==> src/hw/rtl/ffa_pkg.sv <==
// Package with the transaction types and defaults of the first-fit allocator.
package ffa_pkg;

  localparam int unsigned ARENA_BYTES_DEF  = 4096;
  localparam int unsigned HEADER_BYTES_DEF = 16;
  localparam int unsigned ADJ_W            = 8;

  typedef struct packed {
    logic        action;
    logic [12:0] request_size;
    logic [2:0]  align_log2;
    logic [11:0] block_address;
    logic        is_null;
  } req_t;

  typedef struct packed {
    logic        ok;
    logic [11:0] result_address;
    logic [12:0] used_bytes;
    logic [8:0]  live_count;
  } rsp_t;

  typedef struct packed {
    logic re;
    logic we;
  } mem_cmd_t;

  localparam logic ACT_ALLOC = 1'b0;
  localparam logic ACT_FREE  = 1'b1;

endpackage

==> src/hw/rtl/ffa_adjust.sv <==
// Forward adjustment of a free node start: aligned address with room for a header.
module ffa_adjust #(
  parameter int unsigned HEADER_BYTES = ffa_pkg::HEADER_BYTES_DEF,
  parameter int unsigned PW           = 13
) (
  input  logic [PW-1:0]              node_i,
  input  logic [2:0]                 align_log2_i,
  output logic [ffa_pkg::ADJ_W-1:0]  adj_o
);

  localparam logic [8:0] Hdr = 9'(HEADER_BYTES);

  logic [7:0] align;
  logic [7:0] mask;
  logic [7:0] low;
  logic [7:0] base;
  logic [8:0] need;
  logic [8:0] ceil_sum;
  logic [8:0] pad;
  logic [8:0] sum;

  always_comb begin
    align    = 8'd1 << align_log2_i;
    mask     = align - 8'd1;
    low      = {1'b0, node_i[6:0]} & mask;
    base     = (align - low) & mask;
    need     = Hdr - {1'b0, base};
    ceil_sum = (need + {1'b0, mask}) >> align_log2_i;
    pad      = ceil_sum << align_log2_i;
    sum      = {1'b0, base} + pad;
    if ({1'b0, base} < Hdr) begin
      adj_o = sum[7:0];
    end else begin
      adj_o = base;
    end
  end

endmodule

==> src/hw/rtl/ffa_ctrl.sv <==
// Sequencer that walks the free list and edits nodes through the node store.
module ffa_ctrl #(
  parameter int unsigned ARENA_BYTES  = ffa_pkg::ARENA_BYTES_DEF,
  parameter int unsigned HEADER_BYTES = ffa_pkg::HEADER_BYTES_DEF,
  parameter int unsigned AW           = 12,
  parameter int unsigned PW           = 13
) (
  input  logic              clk_i,
  input  logic              rst_ni,
  input  logic              start_i,
  input  ffa_pkg::req_t     req_i,
  output logic              busy_o,
  output logic              rsp_valid_o,
  output ffa_pkg::rsp_t     rsp_o,
  output ffa_pkg::mem_cmd_t mem_cmd_o,
  output logic [AW-1:0]     mem_addr_o,
  output logic [2*PW-1:0]   mem_wdata_o,
  input  logic [2*PW-1:0]   mem_rdata_i
);

  localparam int unsigned   XW     = ((PW > 13) ? PW : 13) + 2;
  localparam logic [PW-1:0] PtrEnd = PW'(ARENA_BYTES);
  localparam logic [XW-1:0] XEnd   = XW'(ARENA_BYTES);
  localparam logic [XW-1:0] XHdr   = XW'(HEADER_BYTES);

  typedef enum logic [13:0] {
    S_IDLE  = 14'b00000000000001,
    S_A_RD  = 14'b00000000000010,
    S_A_EV  = 14'b00000000000100,
    S_A_LNK = 14'b00000000001000,
    S_A_HDR = 14'b00000000010000,
    S_F_HRD = 14'b00000000100000,
    S_F_HEV = 14'b00000001000000,
    S_F_RD  = 14'b00000010000000,
    S_F_EV  = 14'b00000100000000,
    S_F_INS = 14'b00001000000000,
    S_F_IN2 = 14'b00010000000000,
    S_F_MRG = 14'b00100000000000,
    S_F_NEV = 14'b01000000000000,
    S_RESP  = 14'b10000000000000
  } state_e;

  function automatic logic [XW-1:0] zx(input logic [PW-1:0] v);
    return {{(XW-PW){1'b0}}, v};
  endfunction

  function automatic logic in_arena(input logic [XW-1:0] v);
    return !v[XW-1] && (v < XEnd);
  endfunction

  function automatic logic [PW-1:0] sat_ptr(input logic [XW-1:0] v);
    return in_arena(v) ? v[PW-1:0] : PtrEnd;
  endfunction

  state_e state_q, state_d;
  logic [PW-1:0] free_head_q, free_head_d;
  logic [12:0]   used_q, used_d;
  logic [8:0]    count_q, count_d;

  ffa_pkg::req_t req_q, req_d;
  logic [PW-1:0] node_q, node_d;
  logic [PW-1:0] prev_q, prev_d;
  logic [PW-1:0] prev_size_q, prev_size_d;
  logic [PW-1:0] prev_link_q, prev_link_d;
  logic          has_prev_q, has_prev_d;
  logic [PW-1:0] steps_q, steps_d;
  logic [ffa_pkg::ADJ_W-1:0] adj_q, adj_d;
  logic [PW-1:0] total_q, total_d;
  logic [PW-1:0] follow_q, follow_d;
  logic [PW-1:0] bsize_q, bsize_d;
  logic [XW-1:0] start_q, start_d;
  logic [XW-1:0] end_q, end_d;
  logic [XW-1:0] cur_q, cur_d;
  logic [PW-1:0] cur_size_q, cur_size_d;
  logic          hdr_oob_q, hdr_oob_d;
  logic          ok_q, ok_d;
  logic [11:0]   addr_q, addr_d;

  logic [ffa_pkg::ADJ_W-1:0] adj;
  logic [PW-1:0] rd_size;
  logic [PW-1:0] rd_link;
  logic [XW-1:0] px;
  logic [XW-1:0] px_in;
  logic [XW-1:0] tot;
  logic [XW-1:0] rem;
  logic [XW-1:0] fol;
  logic [XW-1:0] hx;
  logic [XW-1:0] ax;
  logic [XW-1:0] adj_x;
  logic [PW-1:0] hsize;
  logic [PW-1:0] hlink;
  logic [XW-1:0] new_start;
  logic          ge_end;
  logic          at_end;

  ffa_adjust #(
    .HEADER_BYTES(HEADER_BYTES),
    .PW          (PW)
  ) u_adjust (
    .node_i      (node_q),
    .align_log2_i(req_q.align_log2),
    .adj_o       (adj)
  );

  assign rd_size = mem_rdata_i[2*PW-1:PW];
  assign rd_link = mem_rdata_i[PW-1:0];
  assign px      = {{(XW-12){1'b0}}, req_q.block_address};
  assign px_in   = {{(XW-12){1'b0}}, req_i.block_address};
  assign adj_x   = {{(XW-ffa_pkg::ADJ_W){1'b0}}, adj_q};
  assign tot     = {{(XW-13){1'b0}}, req_q.request_size} + adj_x;
  assign rem     = zx(rd_size) - tot;
  assign fol     = zx(node_q) + tot;
  assign hx      = zx(node_q) + adj_x - XHdr;
  assign ax      = zx(node_q) + adj_x;
  assign ge_end  = !end_q[XW-1] && (zx(node_q) >= end_q);
  assign at_end  = (node_q < PtrEnd) && !end_q[XW-1] && (zx(node_q) == end_q);
  assign hsize   = hdr_oob_q ? '0 : rd_size;
  assign hlink   = hdr_oob_q ? PtrEnd : rd_link;
  assign new_start = px - zx(hlink);

  assign busy_o      = (state_q != S_IDLE);
  assign rsp_valid_o = (state_q == S_RESP);
  assign rsp_o       = '{ok: ok_q, result_address: addr_q, used_bytes: used_q,
                         live_count: count_q};

  always_comb begin
    state_d     = state_q;
    free_head_d = free_head_q;
    used_d      = used_q;
    count_d     = count_q;
    req_d       = req_q;
    node_d      = node_q;
    prev_d      = prev_q;
    prev_size_d = prev_size_q;
    prev_link_d = prev_link_q;
    has_prev_d  = has_prev_q;
    steps_d     = steps_q;
    adj_d       = adj_q;
    total_d     = total_q;
    follow_d    = follow_q;
    bsize_d     = bsize_q;
    start_d     = start_q;
    end_d       = end_q;
    cur_d       = cur_q;
    cur_size_d  = cur_size_q;
    hdr_oob_d   = hdr_oob_q;
    ok_d        = ok_q;
    addr_d      = addr_q;
    mem_cmd_o   = '{re: 1'b0, we: 1'b0};
    mem_addr_o  = node_q[AW-1:0];
    mem_wdata_o = '0;

    case (state_q)
      S_IDLE: begin
        if (start_i) begin
          req_d      = req_i;
          node_d     = free_head_q;
          has_prev_d = 1'b0;
          steps_d    = '0;
          ok_d       = 1'b1;
          addr_d     = '0;
          if (req_i.action == ffa_pkg::ACT_ALLOC) begin
            state_d = S_A_RD;
          end else if (req_i.is_null) begin
            state_d = S_RESP;
          end else if (px_in < XHdr) begin
            bsize_d = '0;
            start_d = px_in;
            end_d   = px_in;
            state_d = S_F_RD;
          end else begin
            state_d = S_F_HRD;
          end
        end
      end
      S_A_RD: begin
        adj_d = adj;
        if ((node_q >= PtrEnd) || (steps_q == PtrEnd)) begin
          ok_d    = 1'b0;
          addr_d  = '0;
          state_d = S_RESP;
        end else begin
          mem_cmd_o.re = 1'b1;
          mem_addr_o   = node_q[AW-1:0];
          state_d      = S_A_EV;
        end
      end
      S_A_EV: begin
        if (zx(rd_size) < tot) begin
          prev_d      = node_q;
          prev_size_d = rd_size;
          has_prev_d  = 1'b1;
          node_d      = rd_link;
          steps_d     = steps_q + 1'b1;
          state_d     = S_A_RD;
        end else begin
          if (rem <= XHdr) begin
            total_d  = rd_size;
            follow_d = rd_link;
          end else begin
            total_d  = tot[PW-1:0];
            follow_d = sat_ptr(fol);
            if (in_arena(fol)) begin
              mem_cmd_o.we = 1'b1;
              mem_addr_o   = fol[AW-1:0];
              mem_wdata_o  = {rem[PW-1:0], rd_link};
            end
          end
          state_d = S_A_LNK;
        end
      end
      S_A_LNK: begin
        if (has_prev_q) begin
          mem_cmd_o.we = 1'b1;
          mem_addr_o   = prev_q[AW-1:0];
          mem_wdata_o  = {prev_size_q, follow_q};
        end else begin
          free_head_d = follow_q;
        end
        state_d = S_A_HDR;
      end
      S_A_HDR: begin
        if (in_arena(hx)) begin
          mem_cmd_o.we = 1'b1;
          mem_addr_o   = hx[AW-1:0];
          mem_wdata_o  = {total_q, {{(PW-ffa_pkg::ADJ_W){1'b0}}, adj_q}};
        end
        used_d  = used_q + 13'(total_q);
        count_d = count_q + 9'd1;
        ok_d    = 1'b1;
        addr_d  = ax[11:0];
        state_d = S_RESP;
      end
      S_F_HRD: begin
        hdr_oob_d = !in_arena(px - XHdr);
        if (in_arena(px - XHdr)) begin
          mem_cmd_o.re = 1'b1;
          mem_addr_o   = px[AW-1:0] - AW'(HEADER_BYTES);
        end
        state_d = S_F_HEV;
      end
      S_F_HEV: begin
        bsize_d = hsize;
        start_d = new_start;
        end_d   = new_start + zx(hsize);
        state_d = S_F_RD;
      end
      S_F_RD: begin
        if ((node_q >= PtrEnd) || (steps_q == PtrEnd) || ge_end) begin
          state_d = S_F_INS;
        end else begin
          mem_cmd_o.re = 1'b1;
          mem_addr_o   = node_q[AW-1:0];
          state_d      = S_F_EV;
        end
      end
      S_F_EV: begin
        prev_d      = node_q;
        prev_size_d = rd_size;
        prev_link_d = rd_link;
        has_prev_d  = 1'b1;
        node_d      = rd_link;
        steps_d     = steps_q + 1'b1;
        state_d     = S_F_RD;
      end
      S_F_INS: begin
        if (!has_prev_q) begin
          if (in_arena(start_q)) begin
            mem_cmd_o.we = 1'b1;
            mem_addr_o   = start_q[AW-1:0];
            mem_wdata_o  = {bsize_q, free_head_q};
          end
          free_head_d = sat_ptr(start_q);
          cur_d       = start_q;
          cur_size_d  = bsize_q;
          state_d     = S_F_MRG;
        end else if ((zx(prev_q) + zx(prev_size_q)) == start_q) begin
          mem_cmd_o.we = 1'b1;
          mem_addr_o   = prev_q[AW-1:0];
          mem_wdata_o  = {prev_size_q + bsize_q, prev_link_q};
          cur_d        = zx(prev_q);
          cur_size_d   = prev_size_q + bsize_q;
          state_d      = S_F_MRG;
        end else begin
          if (in_arena(start_q)) begin
            mem_cmd_o.we = 1'b1;
            mem_addr_o   = start_q[AW-1:0];
            mem_wdata_o  = {bsize_q, prev_link_q};
          end
          cur_d      = start_q;
          cur_size_d = bsize_q;
          state_d    = S_F_IN2;
        end
      end
      S_F_IN2: begin
        // Relink the predecessor; if it is the freed block itself its size is new.
        mem_cmd_o.we = 1'b1;
        mem_addr_o   = prev_q[AW-1:0];
        mem_wdata_o  = {(zx(prev_q) == start_q) ? bsize_q : prev_size_q,
                        sat_ptr(start_q)};
        state_d      = S_F_MRG;
      end
      S_F_MRG: begin
        if (at_end) begin
          mem_cmd_o.re = 1'b1;
          mem_addr_o   = node_q[AW-1:0];
          state_d      = S_F_NEV;
        end else begin
          used_d  = used_q - 13'(bsize_q);
          count_d = count_q - 9'd1;
          state_d = S_RESP;
        end
      end
      S_F_NEV: begin
        if (in_arena(cur_q)) begin
          mem_cmd_o.we = 1'b1;
          mem_addr_o   = cur_q[AW-1:0];
          mem_wdata_o  = {cur_size_q + rd_size, rd_link};
        end
        used_d  = used_q - 13'(bsize_q);
        count_d = count_q - 9'd1;
        state_d = S_RESP;
      end
      S_RESP: begin
        state_d = S_IDLE;
      end
      default: begin
        state_d = S_IDLE;
      end
    endcase
  end

  always_ff @(posedge clk_i or negedge rst_ni) begin
    if (!rst_ni) begin
      state_q     <= S_IDLE;
      free_head_q <= '0;
      used_q      <= '0;
      count_q     <= '0;
    end else begin
      state_q     <= state_d;
      free_head_q <= free_head_d;
      used_q      <= used_d;
      count_q     <= count_d;
    end
  end

  always_ff @(posedge clk_i) begin
    req_q       <= req_d;
    node_q      <= node_d;
    prev_q      <= prev_d;
    prev_size_q <= prev_size_d;
    prev_link_q <= prev_link_d;
    has_prev_q  <= has_prev_d;
    steps_q     <= steps_d;
    adj_q       <= adj_d;
    total_q     <= total_d;
    follow_q    <= follow_d;
    bsize_q     <= bsize_d;
    start_q     <= start_d;
    end_q       <= end_d;
    cur_q       <= cur_d;
    cur_size_q  <= cur_size_d;
    hdr_oob_q   <= hdr_oob_d;
    ok_q        <= ok_d;
    addr_q      <= addr_d;
  end

endmodule

==> config.mk <==
export PLATFORM = sky130hd
export DESIGN_NAME = ffa_ctrl
export DESIGN_NICKNAME = d
export VERILOG_FILES = /design/src/hw/rtl/ffa_pkg.sv /design/src/hw/rtl/ffa_adjust.sv /design/src/hw/rtl/ffa_ctrl.sv
export SDC_FILE = /design/constraint.sdc
export NUM_CORES = 1
export LEC_CHECK = 0
export BUFFER_PORTS_ARGS = -buffer_cell sky130_fd_sc_hd__buf_2
export CAP_MARGIN = 20
export CORE_MARGIN = 2
export CORE_UTILIZATION = 45
export CTS_CLUSTER_SIZE = 14
export DETAILED_ROUTE_END_ITERATION = 8
export PLACE_DENSITY = 0.6
export SYNTH_ARGS = -nofsm -noshare
export SYNTH_HDL_FRONTEND = slang
export SYNTH_SLANG_ARGS = --single-unit
==> constraint.sdc <==
create_clock -name clk_i -period 8.2 [get_ports clk_i]
set_input_delay 1.23 -clock clk_i [delete_from_list [all_inputs] [get_ports clk_i]]
set_output_delay 1.23 -clock clk_i [all_outputs]
set_load 0.02 [all_outputs]
; ---- Word level (Yosys, flattened, before mapping)
; Cells that the tools add are included.
[totals]
in_bits = 59
ff_bits = 262
[classes]
n_bitwise = 3
n_mux = 97
magnitude_cmp = 12
eq_ne = 28
addsub = 22
n_reduce_logical = 33
shifts = 3
[ops]
columns = operator, n
row1 = 13-bit two-way mux, 22
row2 = 26-bit two-way mux, 10
row3 = 12-bit two-way mux, 14
row4 = 26-bit one-hot mux with 6 select lines, 1
row5 = 14-bit one-hot mux with 11 select lines, 1
row6 = 13-bit one-hot mux with 3 select lines, 3
row7 = 13-bit one-hot mux with 2 select lines, 4
row8 = 15-bit two-way mux, 6
row9 = 12-bit one-hot mux with 7 select lines, 1
row10 = "15-bit by 13-bit less-than comparator with 1-bit output, second input constant", 5
row11 = 14-bit two-way mux, 5
row12 = 15-bit one-hot mux with 2 select lines, 2
row13 = 13-bit adder, 3
row14 = 12-bit one-hot mux with 3 select lines, 1
row15 = 13-bit by 15-bit equality test with 1-bit output, 2
row16 = 13-bit by 8-bit adder with 14-bit output, 2
row17 = 9-bit one-hot mux with 3 select lines, 1
row18 = "2-bit != test, second input constant", 9
row19 = 1-bit two-way mux, 17
row20 = 8-bit two-way mux, 2
row21 = 13-bit by 14-bit adder with 15-bit output, 1
row22 = 14-bit by 14-bit adder with 15-bit output, 1
row23 = 14-bit by 15-bit equality test with 1-bit output, 1
row24 = 13-bit by 15-bit >= comparator with 1-bit output, 1
row25 = 58 further kinds, 83

; ---- Longest topological paths before layout
[logic_depth]
word_depth = 11
depth_mapped = 24
ltp_nobuf = 22

; ---- Cells and area by module
; A second synthesis with hierarchy kept.
[unflattened]
cells_unflattened = 2236
hier_area_um2 = 20470.9
[by_module_without_submodules]
columns = mod, cells_per_inst, area_per_inst_um2, seq_area_each_um2, n_inst
row1 = ffa_ctrl, 2059, 19193.4, 7563.5, 1
row2 = ffa_adjust, 177, 1277.5, 0.0, 1

; ---- Worst setup path after synthesis
; Ideal clock, no wire load.
[synth_path]
kind = reg2reg
from = register adj_q[0] (netlist name)
to = register has_prev_q (enable)
arrival_ns = 6.122
stages_incl_launch_ff = 19
period_less_slack_ns = 6.574
n_path_buf = 1
setup_time_ns = 0.452
path_slack_ns = 1.626
required_time_ns = 7.748
cell_sequence = edfxtp_1 > ha_1 > fa_1 > a21o_1 > a21oi_1 > o21bai_1 > a21oi_1 > o21bai_1 > a21oi_1 > xor2_1 > ha_1 > buf_4 > a21oi_1 > o21ai_0 > nand2_1 > a31oi_1 > nand2_1 > inv_1 > a211oi_1
[synth_between]
elab_chain_len = 4
[synth_rtl]
columns = item, line_no
row1 = start: declaration, ffa_ctrl.sv:67  ; logic [ffa_pkg::ADJ_W-1:0] adj_q, adj_d;
row2 = start signal: assignment, ffa_ctrl.sv:355  ; adj_q <= adj_d;
row3 = 13-bit by 8-bit adder with 14-bit output, ffa_ctrl.sv:110  ; assign tot = {{(XW-13){1'b0}}, req_q.request_size} + adj_x;
row4 = 13-bit by 14-bit less-than comparator with 1-bit output, ffa_ctrl.sv:189  ; if (zx(rd_size) < tot) begin
row5 = 2-bit != test (no source line), -
row6 = 3-bit AND reduction (no source line), -
row7 = end signal: assignment, ffa_ctrl.sv:353  ; has_prev_q <= has_prev_d;
row8 = end: declaration, ffa_ctrl.sv:65  ; logic has_prev_q, has_prev_d;
; No other way between the ends.
; A chain may end at the register's enable or synchronous reset.

; ---- Worst setup path after layout
[layout_path]
from = register adj_q[0] (netlist name)
to = output mem_addr_o[3]
[layout_between]
elab_chain_len = 8
elab_cells_between_ends = 18
classes_between = 5 x add/sub / 4 x order compare / 5 x mux / 4 x reduce/logical
[layout_rtl]
columns = item, line_no
row1 = 13-bit by 8-bit adder with 14-bit output, ffa_ctrl.sv:110
row2 = 13-bit by 14-bit adder with 15-bit output, ffa_ctrl.sv:112  ; assign fol = zx(node_q) + tot;
row3 = 15-bit by 13-bit less-than comparator with 1-bit output or 1-bit logical NOT (tied branches), ffa_ctrl.sv:48  ; return !v[XW-1] && (v < XEnd);
row4 = 1-bit logical AND, ffa_ctrl.sv:48
row5 = 12-bit two-way mux, ffa_ctrl.sv:203  ; if (in_arena(fol)) begin
row6 = 12-bit two-way mux, ffa_ctrl.sv:197  ; if (rem <= XHdr) begin
row7 = 12-bit two-way mux, ffa_ctrl.sv:189
row8 = 12-bit one-hot mux with 7 select lines *, ffa_ctrl.sv:153  ; case (state_q)
row9 = end: declaration, ffa_ctrl.sv:16  ; output logic [AW-1:0] mem_addr_o,
; Mark *: on every way between the ends. The rest lies on a longest branch, timed or not.

==> run summary <==
core area: 0.0441 mm2
status: completed
YS warnings: 0
clk_lat worst skew: 0.57 ns
Starting DRT DRC Count: 1544
initial antenna violation count: 4
Die Span Y: 215 um
Total GRT Usage: 29.9%
Crit Path Class: flop to primary output
slack of the critical path: 0.358 ns
sequential fraction of the synthesis area: 37.6%
largest net degree at the start of global routing: 53
Netlist cell types: 89
Crit path max-delay family: compound AO/OA/AOI/OAI gates
Max-slew headroom: 19.4%
Post-Synthesis Cells: 2125
CTS Hold Bufs: 0
die width: 215 um
Leak: 9.58 nW
Avg Inst Size Synth: 9.46 um2
final hold violations: 0
Clock Pin Slew Worst Setup and Hold Paths: 0.06 ns
total die area: 0.0464 mm2
CTS buffer count: 35
vias: 17700
commonest non-fill, non-tap cell in the layout: edfxtp_1
CP max stage cell: ha_1
final net count: 2487
CTS tree: done
Final setup viols: 0
total grt overflow: 0
register bit count reported by yosys: 260
Residual DRC: 0
worst slew pin tran: 1.20 ns
WL per Instance: 24.4 um
Port Buffers: 135
H-tree depth: 2
global-route wire length before repair: 105000 um
post-route setup TNS: 0 ns
Slew Limit Fails: 0
RSZ-0062 raised after global routing: false
Async S/R FF share, synth: 18.8%
dpl hpwl: 54000 um
dpl cells: 2810
most frequent cells in the layout: 211 x edfxtp_1, 197 x nor2_1, 196 x nand2_1
Final Non-Filler Cells: 2874
clock skew: 0.0292 ns
Initial Utilization: 45.6%
cell chain of the critical path: ha_1 -> fa_1 -> a21o_1 -> a21oi_1 -> o21bai_1 -> a21oi_1 -> o21bai_1 -> a21oi_1 -> xor2_1 -> ha_1 -> a21oi_1 -> o21ai_0 -> o31ai_1 -> a41o_1 -> nor4b_2 -> and4bb_2 -> or2_1 -> or3_1 -> o211ai_1 -> o211a_1 -> buf_2
vias in the first global route: 17100
Antenna Nets Post-Route: 0
peak supply drop: 0.000290 V
row cnt: 77
CP required: 6.97 ns
max cap viols: 0
Top Ports: 136
Hold Crit Class: flop to flop
via/cell ratio: 6.16
share of cells above drive strength 1: 14.4%
WL final: 70200 um
routability cong.: 0.972
root buf cell: clkbuf_16
Post-synth EDFFs: 211
synthesized area: 0.0201 mm2
critical path fanouts, max: 9
Filler cells: 4126
CP dominant cell by count: a21oi_1
Clock Path Buffers: 3
worst slack at placement: 0.749 ns
Post-CTS Setup Bufs: 0
CP max stage delay: 0.49 ns
minimum clock period: 7.84 ns
CP Capture Type: primary output
first drt pass iteration count: 6
startpoint types: flop
P&R area growth vs syn: 12.8%
Main synth FF type: edfxtp_1
CP arrival: 6.61 ns
max frequency: 128 MHz
PD cells: 353 mW/mm2
CP bufs+invs: 1
Clock Sinks: 260
fin crit share: 95.6%
-- worst paths after layout --
path,from,endpoint,slack [ns],depth (start not counted)
min in group asynchronous,rst_ni,used_q[1],0.80,2
worst max-delay path,adj_q[0],mem_addr_o[3],0.36,21
worst max register to register,adj_q[0],node_q[4],1.85,19
worst min-delay path,used_q[12],used_q[12],0.47,1
worst min register to register,used_q[12],used_q[12],0.47,1
max in group asynchronous,rst_ni,state_q[7],6.89,2
-- power breakdown --
| part | internal, W | switching (W) | total [W] |
|---|---|---|---|
| logic | 0.00169 | 0.00274 | 0.00443 |
| registers | 0.00179 | 0.000289 | 0.00208 |
| clock network | 0.000871 | 0.000632 | 0.00150 |
-- kinds of logic (layout without fill, tap and decap cells) --
logic type	count (synthesis)	in the layout	synth area share, %
buffers and inverters	178	332	3.43
muxes	67	67	3.62
DFF	260	260	37.6
and+or+nand+nor	720	720	17.5
adders and majority gates	172	172	11.2
xor gates and xnor gates	171	171	7.48
AOI/OAI and AO/OA	555	555	19.1
other	2	5	0.0373
-- through the flow --
stage                     area, um2  power (W)  hold slack, ns  util, %
after global routing          22700    0.00852           0.487     51.4
after global placement        21600    0.00636           0.459     48.9
after detailed placement      21600    0.00641           0.460     48.9
after floorplan               20100    0.00514           0.485        -
after CTS                     22700    0.00795           0.470     51.4
final                         22700    0.00801           0.468     51.4
-- flip-flops by register name, indices dropped and copies added, names as in the netlist, 14 cells and up --
signal and count:
state_q 14, end_q 15, cur_q 14, req_q 16
start_q 14
-- metal layers --
metal  routed length, um  global-route usage, %
met5                  11                      0
met3                5760                   4.27
met4                3700                   15.0
met1               29200                   39.9
met2               31600                   47.5
-- what timing repair did --
action | CTS | global route
endpoints found under the hold margin | 0 | 0
resized for setup | 0 | 4
setup endpoints to repair | 0 | 22
-- synthesized netlist by cell type, drive strengths merged (25+ instances only) --
cell type / number / share of area [%]
and2: 31 / 0.98
clkbuf: 63 / 1.2
nor3: 43 / 1.1
a221o: 30 / 1.5
xor2: 83 / 3.7
a21oi: 111 / 2.8
a21o: 53 / 2.0
o21ai: 122 / 3.1
inv: 99 / 1.8
nand2: 196 / 3.7
nor2: 201 / 3.8
edfxtp: 211 / 32
dfrtp: 48 / 6.0
nand2b: 29 / 0.90
nand3: 51 / 1.3
nand4: 25 / 0.78
xnor2: 88 / 3.8
nor2b: 34 / 1.1
mux2: 46 / 2.6
ha: 159 / 9.9
-- area by class of cell --
type                    count  area (um2)  share of cell area, %
multi-input cells        1689       12000                   52.7
flip-flops and latches    260        7560                   33.3
repair buffers            171         946                   4.17
clock buffers              41         918                   4.05
well taps                 592         741                   3.26
inverters                  99         372                   1.64
clock inverters            21         195                  0.860
diodes                      1        2.50                 0.0110
(Power assumes the default switching activity.)
